$ cat src/hw/rtl/path_table_record_parser_core_defines.svh
// assertion macros shared by the path table record parser
`ifndef PATH_TABLE_RECORD_PARSER_CORE_DEFINES_SVH
`define PATH_TABLE_RECORD_PARSER_CORE_DEFINES_SVH

`ifndef SYNTHESIS

`define PTRP_ASSERT(label, clk, rst, prop) \
   label: assert property (@(posedge clk) disable iff (rst) (prop)) \
      else $error("ptrp assertion failed");

`define PTRP_ASSERT_ALWAYS(label, clk, prop) \
   label: assert property (@(posedge clk) (prop)) \
      else $error("ptrp assertion failed");

`else

`define PTRP_ASSERT(label, clk, rst, prop)

`define PTRP_ASSERT_ALWAYS(label, clk, prop)

`endif

`endif

$ cat src/hw/rtl/ptrp_pkg.sv
// types and constants of the path table record parser
`timescale 1ns / 1ps
`default_nettype none

package ptrp_pkg;

   localparam logic [1:0] KIND_HEADER = 2'd0;
   localparam logic [1:0] KIND_NAME   = 2'd1;
   localparam logic [1:0] KIND_END    = 2'd2;

   localparam logic [7:0]  END_BYTE   = 8'h00;
   localparam logic [15:0] COUNT_MAX  = 16'hFFFF;

   localparam logic [1:0] EXTENT_LAST = 2'd3;
   localparam logic [1:0] PARENT_LAST = 2'd1;

   typedef enum logic [6:0] {
      PH_LEN    = 7'b0000001,
      PH_ATTR   = 7'b0000010,
      PH_EXTENT = 7'b0000100,
      PH_PARENT = 7'b0001000,
      PH_NAME   = 7'b0010000,
      PH_PAD    = 7'b0100000,
      PH_DONE   = 7'b1000000
   } phase_type;

   typedef struct packed {
      logic [1:0]  result_kind;
      logic [7:0]  name_length;
      logic [7:0]  attribute_length;
      logic [31:0] extent_block;
      logic [15:0] parent_number;
      logic [15:0] record_number;
      logic [7:0]  name_char;
      logic [7:0]  name_position;
      logic        name_last;
   } rsp_type;

endpackage

`default_nettype wire

$ cat src/hw/rtl/ptrp_parser.sv
// record parsing state and per-byte result logic
`timescale 1ns / 1ps
`default_nettype none
`include "path_table_record_parser_core_defines.svh"

module ptrp_parser
   import ptrp_pkg::*;
(
   input  wire logic       clock,
   input  wire logic       reset,
   input  wire logic       accept,
   input  wire logic [7:0] table_byte,
   input  wire logic       table_start,
   output rsp_type         res,
   output logic            res_valid
);

   phase_type   phase_ff, phase_in, phase_eff;
   logic [1:0]  offset_ff, offset_in;
   logic [7:0]  ident_len_ff, ident_len_in;
   logic [7:0]  attr_len_ff, attr_len_in;
   logic [31:0] extent_ff, extent_in;
   logic [15:0] parent_ff, parent_in;
   logic [7:0]  name_count_ff, name_count_in;
   logic [15:0] records_ff, records_in, records_eff;
   logic        last;

   assign phase_eff   = table_start ? PH_LEN : phase_ff;
   assign records_eff = table_start ? 16'd0 : records_ff;
   assign last        = ({1'b0, name_count_ff} + 9'd1) >= {1'b0, ident_len_ff};

   always_comb begin
      phase_in      = phase_eff;
      offset_in     = offset_ff;
      ident_len_in  = ident_len_ff;
      attr_len_in   = attr_len_ff;
      extent_in     = extent_ff;
      parent_in     = parent_ff;
      name_count_in = name_count_ff;
      records_in    = records_eff;
      res_valid     = 1'b0;
      res                  = '0;
      res.name_length      = ident_len_ff;
      res.attribute_length = attr_len_ff;
      res.extent_block     = extent_ff;
      res.parent_number    = parent_ff;
      case (phase_eff)
         PH_LEN: begin
            if (table_byte == END_BYTE) begin
               res               = '0;
               res.result_kind   = KIND_END;
               res.record_number = records_eff;
               res_valid         = 1'b1;
               phase_in          = PH_DONE;
            end else begin
               ident_len_in  = table_byte;
               attr_len_in   = 8'd0;
               extent_in     = 32'd0;
               parent_in     = 16'd0;
               name_count_in = 8'd0;
               offset_in     = 2'd0;
               phase_in      = PH_ATTR;
            end
         end
         PH_ATTR: begin
            attr_len_in = table_byte;
            offset_in   = 2'd0;
            phase_in    = PH_EXTENT;
         end
         PH_EXTENT: begin
            extent_in = {extent_ff[23:0], table_byte};
            if (offset_ff == EXTENT_LAST) begin
               offset_in = 2'd0;
               phase_in  = PH_PARENT;
            end else begin
               offset_in = offset_ff + 2'd1;
            end
         end
         PH_PARENT: begin
            parent_in = {parent_ff[7:0], table_byte};
            if (offset_ff >= PARENT_LAST) begin
               offset_in          = 2'd0;
               res.result_kind    = KIND_HEADER;
               res.parent_number  = {parent_ff[7:0], table_byte};
               res.record_number  = records_ff;
               res_valid          = 1'b1;
               if (records_ff != COUNT_MAX) begin
                  records_in = records_ff + 16'd1;
               end
               name_count_in = 8'd0;
               phase_in      = PH_NAME;
            end else begin
               offset_in = offset_ff + 2'd1;
            end
         end
         PH_NAME: begin
            res.result_kind   = KIND_NAME;
            res.record_number = (records_ff == COUNT_MAX) ? COUNT_MAX
                                                          : records_ff - 16'd1;
            res.name_char     = table_byte;
            res.name_position = name_count_ff;
            res.name_last     = last;
            res_valid         = 1'b1;
            if (last) begin
               name_count_in = 8'd0;
               phase_in      = ident_len_ff[0] ? PH_PAD : PH_LEN;
            end else begin
               name_count_in = name_count_ff + 8'd1;
            end
         end
         PH_PAD: begin
            phase_in = PH_LEN;
         end
         PH_DONE: begin
            phase_in = PH_DONE;
         end
         default: begin
            phase_in = PH_DONE;
         end
      endcase
   end

   always_ff @(posedge clock) begin
      if (reset) begin
         phase_ff      <= PH_LEN;
         offset_ff     <= 2'd0;
         ident_len_ff  <= 8'd0;
         attr_len_ff   <= 8'd0;
         extent_ff     <= 32'd0;
         parent_ff     <= 16'd0;
         name_count_ff <= 8'd0;
         records_ff    <= 16'd0;
      end else if (accept) begin
         phase_ff      <= phase_in;
         offset_ff     <= offset_in;
         ident_len_ff  <= ident_len_in;
         attr_len_ff   <= attr_len_in;
         extent_ff     <= extent_in;
         parent_ff     <= parent_in;
         name_count_ff <= name_count_in;
         records_ff    <= records_in;
      end
   end

   // identifier position stays inside the identifier
   `PTRP_ASSERT(a_name_in_range, clock, reset,
      (phase_ff == PH_NAME) |-> (name_count_ff < ident_len_ff))

   // record count only moves up between table starts
   `PTRP_ASSERT(a_count_monotonic, clock, reset,
      !(accept && table_start) |=> (records_ff >= $past(records_ff)))

   // pad byte gives no result
   `PTRP_ASSERT(a_pad_silent, clock, reset,
      (accept && !table_start && phase_ff == PH_PAD) |-> !res_valid)

   // an end result always leaves the parser in the done phase
   `PTRP_ASSERT(a_end_to_done, clock, reset,
      (accept && res_valid && res.result_kind == KIND_END) |=> (phase_ff == PH_DONE))

endmodule

`default_nettype wire

$ cat src/hw/rtl/ptrp_out_reg.sv
// result register that holds a transaction until the consumer takes it
`timescale 1ns / 1ps
`default_nettype none

module ptrp_out_reg
   import ptrp_pkg::*;
(
   input  wire logic    clock,
   input  wire logic    reset,
   input  wire logic    load,
   input  wire logic    res_valid,
   input  wire rsp_type res,
   input  wire logic    rsp_ready,
   output logic         rsp_valid,
   output rsp_type      rsp_data,
   output logic         space
);

   logic    valid_ff, valid_in;
   rsp_type data_ff;

   assign space     = !valid_ff || rsp_ready;
   assign rsp_valid = valid_ff;
   assign rsp_data  = data_ff;

   always_comb begin
      if (load) begin
         valid_in = res_valid;
      end else if (rsp_ready) begin
         valid_in = 1'b0;
      end else begin
         valid_in = valid_ff;
      end
   end

   always_ff @(posedge clock) begin
      if (reset) begin
         valid_ff <= 1'b0;
      end else begin
         valid_ff <= valid_in;
      end
   end

   always_ff @(posedge clock) begin
      if (load && res_valid) begin
         data_ff <= res;
      end
   end

endmodule

`default_nettype wire

$ cat src/hw/rtl/path_table_record_parser_core.sv
// top level of the big-endian path table record parser
`timescale 1ns / 1ps
`default_nettype none

// Takes one path table byte per transaction and returns at most one result per
// byte: a header when the last parent byte arrives, one result per identifier
// byte, and a count result on a zero length byte. One byte is accepted every
// cycle; its result shows on the rsp_ channel the cycle after acceptance from
// a single output register, and input is held off only while that register is
// full and not being taken. req_table_start restarts parsing with that byte.

module path_table_record_parser_core
   import ptrp_pkg::*;
(
   input  wire logic        clock,
   input  wire logic        reset,
   input  wire logic        req_valid,
   output logic             req_ready,
   input  wire logic [7:0]  req_table_byte,
   input  wire logic        req_table_start,
   output logic             rsp_valid,
   input  wire logic        rsp_ready,
   output logic [1:0]       rsp_result_kind,
   output logic [7:0]       rsp_name_length,
   output logic [7:0]       rsp_attribute_length,
   output logic [31:0]      rsp_extent_block,
   output logic [15:0]      rsp_parent_number,
   output logic [15:0]      rsp_record_number,
   output logic [7:0]       rsp_name_char,
   output logic [7:0]       rsp_name_position,
   output logic             rsp_name_last
);

   logic    accept;
   logic    res_valid;
   rsp_type res;
   rsp_type rsp_data;

   assign accept = req_valid && req_ready;

   ptrp_parser u_parser (
      .clock       (clock),
      .reset       (reset),
      .accept      (accept),
      .table_byte  (req_table_byte),
      .table_start (req_table_start),
      .res         (res),
      .res_valid   (res_valid)
   );

   ptrp_out_reg u_out_reg (
      .clock     (clock),
      .reset     (reset),
      .load      (accept),
      .res_valid (res_valid),
      .res       (res),
      .rsp_ready (rsp_ready),
      .rsp_valid (rsp_valid),
      .rsp_data  (rsp_data),
      .space     (req_ready)
   );

   assign rsp_result_kind      = rsp_data.result_kind;
   assign rsp_name_length      = rsp_data.name_length;
   assign rsp_attribute_length = rsp_data.attribute_length;
   assign rsp_extent_block     = rsp_data.extent_block;
   assign rsp_parent_number    = rsp_data.parent_number;
   assign rsp_record_number    = rsp_data.record_number;
   assign rsp_name_char        = rsp_data.name_char;
   assign rsp_name_position    = rsp_data.name_position;
   assign rsp_name_last        = rsp_data.name_last;

endmodule

`default_nettype wire
$ cat config.mk
export PLATFORM = sky130hd
export DESIGN_NAME = path_table_record_parser_core
export DESIGN_NICKNAME = d
export VERILOG_FILES = /design/src/hw/rtl/ptrp_pkg.sv /design/src/hw/rtl/ptrp_parser.sv /design/src/hw/rtl/ptrp_out_reg.sv /design/src/hw/rtl/path_table_record_parser_core.sv
export VERILOG_INCLUDE_DIRS = /design/src /design/src/hw/rtl
export SDC_FILE = /design/constraint.sdc
export NUM_CORES = 1
export LEC_CHECK = 0
export ABC_AREA = 0
export BUFFER_PORTS_ARGS = -buffer_cell sky130_fd_sc_hd__buf_2
export CAP_MARGIN = 5
export CORE_ASPECT_RATIO = 0.7
export CORE_MARGIN = 2
export CORE_UTILIZATION = 55
export CTS_BUF_LIST = sky130_fd_sc_hd__clkbuf_16
export CTS_CLUSTER_SIZE = 14
export DETAILED_ROUTE_END_ITERATION = 8
export GPL_TIMING_DRIVEN = 0
export PLACE_DENSITY = 0.79
export SETUP_SLACK_MARGIN = 0.2
export SYNTH_ARGS = -nofsm -noshare
export SYNTH_HDL_FRONTEND = slang
export SYNTH_SLANG_ARGS = --single-unit
$ cat constraint.sdc
create_clock -name clock -period 5.1 [get_ports clock]
set_input_delay 0.765 -clock clock [delete_from_list [all_inputs] [get_ports clock]]
set_output_delay 0.765 -clock clock [all_outputs]
set_load 0.005 [all_outputs]
Yosys cells after proc, flatten, opt, wreduce, memory -nomap -nowiden
Index checks and enable logic that the tools add are counted. Widths: inputs -> output; s select.

Flip-flop bits (word level): 197. Output and inout port bits: 101.

Add/sub/neg operators: 5. $lt $le $gt $ge: 2. Eq/ne operators: 11. Multiplexer cells: 37. Bitwise gates (word level): 1. Reductions and logical operators: 17.

Operator list (count): $mux 99 (1); $mux 16 (6); $mux 32 (2); $pmux 16 s2 (2); $pmux 32 s2 (1); $mux 48 (1); $pmux 16 s3 (1); $pmux 7 s6 (1); $mux 7 (5); $pmux 17 s2 (1); $mux 8 (3); $pmux 8 s3 (1); $add 16x1->16 const B (1); $eq 16x16->1 const B (1); $ne 16x16->1 const B (1); $pmux 8 s2 (1); $sub 16x1->16 const B (1); $reduce_and 3->1 (5); $add 8x1->9 const B (1); $ge 9x8->1 (1); $add 8x1->8 const B (1); $logic_not 8->1 (1); $pmux 2 s4 (1); $reduce_bool 2->1 (4); other kinds (23) (29).

Depth between registers and ports, before layout
Word-level depth: 4. Depth in mapped cells: 12.

Cells and area by module
Synthesis repeated with hierarchy kept, for this count alone.

Cell total of the unflattened synthesis: 874. Area, all modules: 8643.3 um^2.

By module, submodules not included: ptrp_parser (instances 1, cells an instance 769, area an instance 5604.1 um^2); ptrp_out_reg (instances 1, cells an instance 104, area an instance 3032.9 um^2); path_table_record_parser_core (instances 1, cells an instance 1, area an instance 6.3 um^2).

Worst setup path after synthesis
OpenSTA, ideal clock, no wires.

Path kind: in2reg. From: input port req_table_start. To: register u_out_reg.data_ff, in the netlist u_out_reg.rsp_data[0] (enable). Arrival time: 4099 ps. Required time: 4648 ps. Setup slack: 548 ps. Cell stages on the path: 6. Buffers on the path: 2. Path through: clkbuf_1 > or4b_2 > nor3_1 > clkbuf_1 > o31ai_1 > inv_1.

Longest elaborated chain between the ends: 4.

Ends and longest elaborated chain: start, declared (line path_table_record_parser_core.sv:20) `input wire logic req_table_start,`; $mux 7 (*) (line ptrp_parser.sv:28) `assign phase_eff = table_start ? PH_LEN : phase_ff;`; $eq 7x5->1, or another cell as far along (line ptrp_parser.sv:47) `case (phase_eff)`; $pmux 1 s3 (*) (line ptrp_parser.sv:47); $logic_and 1x1->1 (*) (line ptrp_out_reg.sv:45) `if (load && res_valid) begin`; end signal, assigned (line ptrp_out_reg.sv:46) `data_ff <= res;`; end, declared (line ptrp_out_reg.sv:20) `rsp_type data_ff;`.

Mark *: on every way between the ends. The rest lies on a longest branch, timed or not. A chain may end at the register's enable or synchronous reset.

Worst setup path in the final report
From: input port rsp_ready. To: register u_out_reg.data_ff, in the netlist u_out_reg.rsp_data[92] (enable).

Longest elaborated chain between the ends: 3.

Ends and longest elaborated chain: start, declared (line path_table_record_parser_core.sv:22) `input wire logic rsp_ready,`; $logic_or 1x1->1 (line ptrp_out_reg.sv:22) `assign space = !valid_ff || rsp_ready;`; $logic_and 1x1->1 (line path_table_record_parser_core.sv:39) `assign accept = req_valid && req_ready;`; $logic_and 1x1->1 (line ptrp_out_reg.sv:45).

Every way passes these cells.

==> metrics.txt <==
outcome complete, no violations; sequential share of the synthesized area 56.50%; FMAX 273.7 MHz; max incr delay on CP 0.54 ns; Clk Latency, worst-skew pair 0.43 ns; Post-synth ARST share 0%; minimum clock period 3.653 ns; Worst setup SP type primary input; TritonCTS clock tree yes; Worst Hold End u_parser.parent_ff[14]$_SDFFE_PP0P_; Slew @ Worst Pin 1.053 ns; Synth area leader edfxtp_1; crit-path cells buf_2, nand2b_1, and2_1, clkbuf_1, clkbuf_1, clkbuf_1, o31ai_1, inv_4, buf_16; Clock Path Buffers 2; Clock Skews 0.01351 ns; P_leak 0.003658 µW; commonest non-fill, non-tap cell in the layout buf_2; Synth area leaders edfxtp_1 (34%), dfxtp_1 (22%), o21ai_0 (5.4%), a21oi_1 (5.3%), and2_1 (3.7%); worst hold start u_parser.parent_ff[14]$_SDFFE_PP0P_; IO Count 114; # H-tree levels 4; vias per cell 6.006; hold path cells 2; most frequent cells in the layout buf_2 (115), edfxtp_1 (99), dfxtp_1 (98), o21ai_0 (94), a21oi_1 (92); root buf cell clkbuf_16; origin of the critical flop-to-flop path u_out_reg.rsp_valid$_SDFFE_PP0P_; Synth Register Bits 197; post-layout instance count excluding filler cells 1240; vias in the first global route 6642; # clock sinks 197; Hold Path Class reg -> reg; Post-Synthesis Cell Area 0.008735 mm²; setup TNS 0 ns; DIE AREA 0.01692 mm²; slack of the critical path 1.447 ns; TritonCTS Buffers 17; Routability Congestion 0.8896; worst endpoint required time 5.21 ns; HPWL Detailed 15380 µm; CP most frequent cell clkbuf_1; GRT overflow 0; largest net degree at the start of global routing 52; Clk pin slew, worst setup/hold paths 0.06 ns; post-synthesis net count 921; crit path max fanout 51; Initial Util 56.35%; DIE WIDTH 154.6 µm; power density cells 309.5 mW/mm²; ANT nets after route 0; Synth Flop Type edfxtp_1; core area 0.01550 mm²; cell count after synthesis 895; Ant. Diodes 0; DRT Wirelength 22300 µm; crit end category flop; Max stage delay cell, worst path inv_4; top cell type's share of synthesized area 34.04%; wire per inst 17.99 µm; CTS Hold Bufs 0; IO Port Bufs 112; Setup Buffers After CTS 0; final setup vio count 0; Vias 7448; Post-Place Worst Slack 1.113 ns; Post-synth EDFFs 99; ratio of cells with drive above 1 in the final layout 15.58%; Die Y 109.4 µm; Final period util 71.64%; Rows 38; final design utilization 65.63%; Area growth syn-to-layout 16.46%; max-cap viol count 0; placed inst area 0.009575 mm²; initial antenna violation count 0; Pre-antenna DRT Iters 6; number of DRC markers in iteration 0 818; Global Route Usage Sum 26.19%; cell area after layout 0.01017 mm²; Yosys warning count 0; RSZ-0062 raised after global routing false; Setup CP Type in -> reg; first-pass GRT wire length 34800 µm; Total Nets Final 1053; R2R setup slack 1.57 ns; Slew Limit Fails 0; Hold Vio Cnt, Final 0; r2r worst-path depth 8; Resize count post-CTS 0; CP arrival 3.76 ns; r2r endpoint u_out_reg.rsp_data[92]$_DFFE_PP_; Rel. slew slack 29.06%; Avg Inst Size Synth 9.759 µm²; Peak VDD IR 0.0002404 V; dpl cells 1208; DRC viols 0; Synth cell types 56
[per-stage QoR]
stage                     hold slack (ns)  power [µW]
final                              0.4573        3148
after global routing               0.4792        3227
after CTS                          0.4578        3149
after detailed placement           0.4482        1822
after global placement             0.4399        1820
after floorplan                    0.4321        1777
[worst max path at each step]
stage,cells past startpoint,start,end
after floorplan,6,req_table_start,u_out_reg.rsp_data[0]$_SDFFCE_PN0P_
after global placement,8,rsp_ready,u_out_reg.rsp_data[13]$_SDFFCE_PN0P_
final,9,rsp_ready,u_out_reg.rsp_data[92]$_DFFE_PP_
after CTS,9,rsp_ready,u_out_reg.rsp_data[94]$_DFFE_PP_
after global routing,9,rsp_ready,u_out_reg.rsp_data[92]$_DFFE_PP_
after detailed placement,9,rsp_ready,u_out_reg.rsp_data[94]$_DFFE_PP_
[metal layers]
layer | up-vias | wire length (µm) | track usage, %
met4 | 0 | 335 | 7.937
met2 | 435 | 8919 | 35.94
li1 | 3515 | - | -
met1 | 3462 | 10510 | 40.06
met5 | - | 0 | 0
met3 | 36 | 2533 | 7.292
[cells by family (layout without fill, tap and decap cells)]
logic type / Yosys count / in the layout / share of synthesized area [%]
AOI/OAI and AO/OA: 238 / 238 / 15.74
xor gates and xnor gates: 9 / 9 / 0.9025
adders and majority gates: 13 / 13 / 1.862
buffers and inverters: 104 / 249 / 4.598
DFF: 197 / 197 / 56.50
muxes: 10 / 10 / 1.160
and+or+nand+nor: 324 / 324 / 19.24
[cell usage after synthesis (4+ instances only)]
| library cell | number |
|---|---|
| and2_1 | 52 |
| o31ai_1 | 5 |
| o21ai_0 | 94 |
| nor4_1 | 9 |
| nor3_1 | 12 |
| mux2i_1 | 9 |
| nand3_1 | 40 |
| nor2_1 | 48 |
| o221ai_1 | 4 |
| inv_1 | 37 |
| o22ai_1 | 6 |
| dfxtp_1 | 98 |
| nand4_1 | 46 |
| a21oi_1 | 92 |
| nand2b_1 | 6 |
| nand2_1 | 81 |
| a211oi_1 | 4 |
| ha_1 | 13 |
| and3_1 | 7 |
| clkbuf_1 | 61 |
| or4_1 | 4 |
| a31oi_1 | 8 |
| edfxtp_1 | 99 |
| xnor2_1 | 8 |
[area by class of cell]
cell class	count	area [µm²]
multi-input cells	594	3405
clock buffers	17	425.4
fillers	1241	5328
inverters	37	141.4
repair buffers	113	588.1
clock inverters	15	165.2
flip-flops and latches	197	4935
well taps	200	250.2
plain buffers	67	262.8
[power by group]
part           switching (µW)  total (µW)  internal [µW]
combinational            96.6         130           33.6
sequential               7.97        1660           1660
clock                     587        1350            767
[critical path: cells and delay by family]
kind / cells / cell delay [ns]
AOI/OAI and AO/OA: 1 / 0.25
buffers and inverters: 6 / 2.27
and+or+nand+nor: 2 / 0.41
[sequential cells by signal (all words and copies together), names as in the netlist]
name / count
u_parser.phase_ff: 7
u_parser.extent_ff: 32
u_parser.offset_ff: 2
u_out_reg.rsp_data: 99
u_parser.parent_ff: 16
u_out_reg.rsp_valid: 1
u_parser.attr_len_ff: 8
u_parser.name_count_ff: 8
u_parser.records_ff: 16
u_parser.ident_len_ff: 8
(Power assumes the default switching activity.)
